--- config.mk ---
export PLATFORM = sky130hd
export DESIGN_NAME = spow_round
export DESIGN_NICKNAME = d
export VERILOG_FILES = /design/src/hw/rtl/spow_pkg.sv /design/src/hw/rtl/spow_round.sv
export SDC_FILE = /design/constraint.sdc
export NUM_CORES = 2
export LEC_CHECK = 0
export ABC_AREA = 1
export ABC_CLOCK_PERIOD_IN_PS = 37800
export BUFFER_PORTS_ARGS = -buffer_cell sky130_fd_sc_hd__buf_2
export CORE_MARGIN = 2
export CORE_UTILIZATION = 50
export DETAILED_ROUTE_END_ITERATION = 8
export PLACE_DENSITY = 0.7
export RECOVER_POWER = 25
export SYNTH_ARGS = -nofsm -noshare
export SYNTH_HDL_FRONTEND = slang
export SYNTH_SLANG_ARGS = --single-unit
--- constraint.sdc ---
create_clock -name clock -period 37.8 [get_ports clock]
set_clock_uncertainty 0.05 [all_clocks]
set_input_delay 1.89 -clock clock [delete_from_list [all_inputs] [get_ports clock]]
set_output_delay 1.89 -clock clock [all_outputs]
set_load 0.01 [all_outputs]
--- src/hw/rtl/spow_pkg.sv ---
// Package for the SHA-256 proof-of-work search unit: widths, round constants,
// initial hash values and the SHA-256 sigma functions. No dependencies.
`default_nettype none
package spow_pkg;
   localparam int NAME_BYTES_DEF = 64;
   localparam int ZP_W = 4;
   localparam int WORD_W = 64;
   localparam int DIGEST_BYTES = 32;

   function automatic logic [31:0] rotr(input logic [31:0] x, input int n);
      rotr = (x >> n) | (x << (32 - n));
   endfunction

   function automatic logic [31:0] round_k(input logic [5:0] t);
      logic [31:0] k [64];
      k = '{
         32'h428a2f98, 32'h71374491, 32'hb5c0fbcf, 32'he9b5dba5, 32'h3956c25b, 32'h59f111f1,
         32'h923f82a4, 32'hab1c5ed5, 32'hd807aa98, 32'h12835b01, 32'h243185be, 32'h550c7dc3,
         32'h72be5d74, 32'h80deb1fe, 32'h9bdc06a7, 32'hc19bf174, 32'he49b69c1, 32'hefbe4786,
         32'h0fc19dc6, 32'h240ca1cc, 32'h2de92c6f, 32'h4a7484aa, 32'h5cb0a9dc, 32'h76f988da,
         32'h983e5152, 32'ha831c66d, 32'hb00327c8, 32'hbf597fc7, 32'hc6e00bf3, 32'hd5a79147,
         32'h06ca6351, 32'h14292967, 32'h27b70a85, 32'h2e1b2138, 32'h4d2c6dfc, 32'h53380d13,
         32'h650a7354, 32'h766a0abb, 32'h81c2c92e, 32'h92722c85, 32'ha2bfe8a1, 32'ha81a664b,
         32'hc24b8b70, 32'hc76c51a3, 32'hd192e819, 32'hd6990624, 32'hf40e3585, 32'h106aa070,
         32'h19a4c116, 32'h1e376c08, 32'h2748774c, 32'h34b0bcb5, 32'h391c0cb3, 32'h4ed8aa4a,
         32'h5b9cca4f, 32'h682e6ff3, 32'h748f82ee, 32'h78a5636f, 32'h84c87814, 32'h8cc70208,
         32'h90befffa, 32'ha4506ceb, 32'hbef9a3f7, 32'hc67178f2};
      round_k = k[t];
   endfunction

   function automatic logic [255:0] init_hash();
      init_hash = {32'h6a09e667, 32'hbb67ae85, 32'h3c6ef372, 32'ha54ff53a,
                   32'h510e527f, 32'h9b05688c, 32'h1f83d9ab, 32'h5be0cd19};
   endfunction

   function automatic logic [31:0] ssig0(input logic [31:0] x);
      ssig0 = rotr(x, 7) ^ rotr(x, 18) ^ (x >> 3);
   endfunction
   function automatic logic [31:0] ssig1(input logic [31:0] x);
      ssig1 = rotr(x, 17) ^ rotr(x, 19) ^ (x >> 10);
   endfunction
   function automatic logic [31:0] bsig0(input logic [31:0] x);
      bsig0 = rotr(x, 2) ^ rotr(x, 13) ^ rotr(x, 22);
   endfunction
   function automatic logic [31:0] bsig1(input logic [31:0] x);
      bsig1 = rotr(x, 6) ^ rotr(x, 11) ^ rotr(x, 25);
   endfunction

   // Control from the sequencer into the round unit
   typedef struct packed {
      logic        load;    // copy chaining value into working vars
      logic        run;     // perform one round
      logic [5:0]  rnd;     // round index
      logic [31:0] w_ext;   // message word for rounds 0..15
      logic        fold;    // add working vars into chaining value
      logic        chain_init;
   } spow_ctl_type;
endpackage
`default_nettype wire

--- src/hw/rtl/spow_round.sv ---
// Shared SHA-256 round unit: working variables, 16-word schedule window and
// the chaining value. One round per cycle while ctl.run is set. Depends on spow_pkg.
`default_nettype none
module spow_round
   import spow_pkg::*;
(
   input  wire logic         clock,
   input  wire logic         reset,
   input  wire spow_ctl_type ctl,
   input  wire logic [255:0] chain_src,
   output logic [255:0]      chain_out,
   output logic [255:0]      fold_val
);
   logic [31:0] wv_ff [8];
   logic [31:0] wv_in [8];
   logic [31:0] sw_ff [16];
   logic [31:0] w;
   logic [31:0] t1, t2;
   logic [255:0] chain_ff, chain_in;
   logic [3:0] ti;

   assign ti = ctl.rnd[3:0];

   always_comb begin
      if (ctl.rnd < 6'd16) begin
         w = ctl.w_ext;
      end else begin
         w = sw_ff[ti] + ssig0(sw_ff[ti + 4'd1]) + sw_ff[ti + 4'd9] + ssig1(sw_ff[ti + 4'd14]);
      end
      t1 = wv_ff[7] + bsig1(wv_ff[4]) + ((wv_ff[4] & wv_ff[5]) ^ (~wv_ff[4] & wv_ff[6]))
           + round_k(ctl.rnd) + w;
      t2 = bsig0(wv_ff[0]) + ((wv_ff[0] & wv_ff[1]) ^ (wv_ff[0] & wv_ff[2])
           ^ (wv_ff[1] & wv_ff[2]));
      wv_in = wv_ff;
      if (ctl.load) begin
         for (int i = 0; i < 8; i++) wv_in[i] = chain_src[255 - 32*i -: 32];
      end else if (ctl.run) begin
         wv_in[7] = wv_ff[6];
         wv_in[6] = wv_ff[5];
         wv_in[5] = wv_ff[4];
         wv_in[4] = wv_ff[3] + t1;
         wv_in[3] = wv_ff[2];
         wv_in[2] = wv_ff[1];
         wv_in[1] = wv_ff[0];
         wv_in[0] = t1 + t2;
      end
      for (int i = 0; i < 8; i++) begin
         fold_val[255 - 32*i -: 32] = chain_src[255 - 32*i -: 32] + wv_ff[i];
      end
      chain_in = chain_ff;
      if (ctl.chain_init) begin
         chain_in = init_hash();
      end else if (ctl.fold) begin
         chain_in = fold_val;
      end
   end

   always_ff @(posedge clock) begin
      if (reset) begin
         chain_ff <= init_hash();
         for (int i = 0; i < 8; i++) wv_ff[i] <= '0;
      end else begin
         chain_ff <= chain_in;
         wv_ff <= wv_in;
      end
      if (ctl.run) begin
         sw_ff[ti] <= w;
      end
   end

   assign chain_out = chain_ff;
endmodule
`default_nettype wire

==> flow_summary.ini <==
[cts]
insertion_delay_ns = 0.82
cts_resized = 0
htreeDepth = 3
cts_hold_buf = 0
cts_root_buffer = clkbuf_16
clkSinkCount = 1024
clkTransAtPathRegs_ns = 0.08
cts_tree = built
cts_max_path_buffers = 3
post_cts_buffers = 0
numCtsBuffers = 117

[routing]
wl_per_cell_um = 27.2
routed_wl_um = 345000
drt_iter0_drc = 10200
vias = 77300
firstDrtPassIters = 7
ant_nets = 0
drc = 0
via_per_inst = 6.09

[placed_design]
gp_congestion = 1.05
portBuffers = 811
place_hpwl_um = 259000

[sta]
fin_crit_sh_pct = 68.3
tightestPinTransition_ns = 5.52
hold_viol_final = 0
finalSetupViolCount = 0
slew_viol_final = 950
rsz0062_at_grt = no
maxSlewHeadroom_pct = -268
fmax_mhz = 38.7
layout_min_cycle_time_ns = 25.83
final.setup.tns_ns = 0

[grt]
grt_max_degree = 203
grt_pass1_vias = 71200
grt_antenna_before_repair = 47
grt.total_usage_pct = 43.2
grt_pass1_wl_um = 488000
grt-ovfl-total = 0

[critical_path]
cp_max_fo = 139
critPathKind = in2reg
crit_top_cell = inv_1
max_stage_delay_ns = 5.12
slowest_stage = clkinvlp_2
endpoint_kind = flip-flop
crit_required_ns = 38.43
start_kind = input port
r2r_setup_slack_ns = 25.78
worstPathArrival_ns = 26.46

[status]
status = complete, but fails checks
failed_checks = capacitance limit, slew limit

[synthesis]
ys_warn_count = 0
synth_edf_count = 512
syn-instance-count = 10000
yosys_most_used_dff = edfxtp_1
synth_area_um2 = 75700
synth_seq_cells = 1024
synth.distinct_cells = 77
synth_nets = 10900
async_flop_share_pct = 0
avgSynthCellArea_um2 = 7.54
ys_seq_area_share_pct = 33.9

[final_layout]
drive_gt1_share_pct = 8.88
syn_to_final_growth_pct = 12.0
nets = 11400

[floorplan]
rows = 142
ios = 812
core_area_um2 = 150000
dieArea_um2 = 154000
die_w_um = 393
die_y_um = 393
start_util_pct = 50.5

[min_path]
hold_path.class = reg2reg

[flow_run]
drv_cap = 14
## area by class of cell
class | count | area, um^2
inverter | 1158 | 4370
clock inverter | 73 | 880
timing repair buffer | 925 | 4590
multi-input combinational | 7310 | 43400
fill | 14500 | 65200
clock buffer | 148 | 3230
antenna | 32 | 80.1
tap | 2016 | 2520
sequential | 1024 | 25600
## cells by family (layout without fill, tap and decap cells)
| family | count (synthesis) | after routing | share of synthesized area (%) |
|---|---|---|---|
| AO/OA/AOI/OAI | 2624 | 2624 | 19.4 |
| AND/OR/NAND/NOR | 3422 | 3422 | 18.1 |
| multiplexers | 86 | 86 | 1.14 |
| adder cells (fa/ha/maj) | 604 | 604 | 11.9 |
| buffers and inverters | 1702 | 2304 | 8.90 |
| flip-flops | 1024 | 1024 | 33.9 |
| XOR/XNOR | 574 | 574 | 6.67 |
| other | 0 | 32 | 0 |
## cells in the final DEF, fill, tap and decap left out, types with 85 or more instances in the layout
| cell | netlist | routed |
|---|---|---|
| xnor2_1 | 195 | 195 |
| mux2i_1 | 85 | 85 |
| nand3_1 | 373 | 373 |
| buf_4 | 32 | 107 |
| o21ai_0 | 1127 | 1118 |
| inv_1 | 1149 | 1141 |
| a21oi_1 | 818 | 818 |
| clkbuf_1 | 366 | 282 |
| clkbuf_16 | 0 | 120 |
| edfxtp_1 | 512 | 512 |
| o21ai_1 | 84 | 91 |
| fa_1 | 195 | 195 |
| dfxtp_1 | 512 | 512 |
| nor2_1 | 756 | 737 |
| ha_1 | 409 | 407 |
| xor2_1 | 378 | 378 |
| o211ai_1 | 111 | 111 |
| buf_2 | 85 | 550 |
| a31oi_1 | 120 | 120 |
| nand2_1 | 2149 | 2149 |
## worst paths after layout
| kind | startpoint | end | cells after the start |
|---|---|---|---|
| worst max-delay path | ctl[34] | wv_ff[255] | 53 |
| worst min-delay path | chain_out[32] | chain_out[32] | 2 |
| worst max register to register | sw_ff[12][5] | wv_ff[255] | 51 |
| worst min register to register | chain_out[32] | chain_out[32] | 2 |
## cells in the mapped netlist (all sizes together), types with 3 or more instances
cell,number,share of area [%]
a32oi,8,0.10
a2111oi,7,0.081
nand3,373,2.5
a41oi,3,0.035
nand2,2153,11
a21boi,16,0.16
o21bai,24,0.24
a221oi,15,0.17
a21o,16,0.16
inv,1156,5.7
a22oi,54,0.54
a31o,4,0.046
o22ai,38,0.32
a32o,4,0.053
xor2,379,4.4
o211ai,111,1.1
a211oi,36,0.36
o31ai,13,0.13
nand4,38,0.31
dfxtp,512,14
o2111ai,4,0.046
ha,409,6.8
edfxtp,512,20
mux2i,86,1.1
o21ai,1222,8.1
o32ai,4,0.046
o21a,18,0.18
a21oi,820,5.4
and2,9,0.074
nor4,34,0.28
nor3,34,0.22
nor2,759,3.8
nand3b,4,0.040
a31oi,130,1.2
o311ai,7,0.081
fa,195,5.2
a221o,3,0.040
buf,177,1.3
or2,14,0.12
o221ai,54,0.63
xnor2,195,2.3
clkbuf,367,1.8
## routing by layer
layer | track usage (%) | share of wire (%) | up-vias
met5 | 0 | 0.047 | -
met3 | 10.9 | 13 | 898
met2 | 64.3 | 42 | 5062
met4 | 21.4 | 5.7 | 24
li1 | - | - | 34600
met1 | 58.1 | 39 | 36700
## state kept, by name, summed over array words and instances, names as in the netlist
register	count
wv_ff	256
sw_ff	512
chain_out	256
## critical path, delay by kind of cell
family | cells | cell delay (ns)
buffers and inverters | 13 | 11.11
adders and majority gates | 10 | 6.77
AOI/OAI and AO/OA | 14 | 3.53
and+or+nand+nor | 11 | 1.26
xor gates and xnor gates | 4 | 0.92
muxes | 1 | 0.77
## through the flow
stage	cells	setup WS (ns)	utilization (%)	instance area, um^2	hold slack, ns
2_1_floorplan	10000	24.56	-	75700	0.412
3_3_place_gp	12400	22.03	54.0	81000	0.385
3_5_place_dp	12400	21.76	54.0	81000	0.392
4_1_cts	12700	22.46	56.7	85100	0.409
5_1_grt	12700	11.08	56.5	84700	0.432
6_report	12700	11.97	56.5	84700	0.414
Power is not shown: default switching activity piles up to over one toggle a cycle in this logic, so the estimate is an artifact.
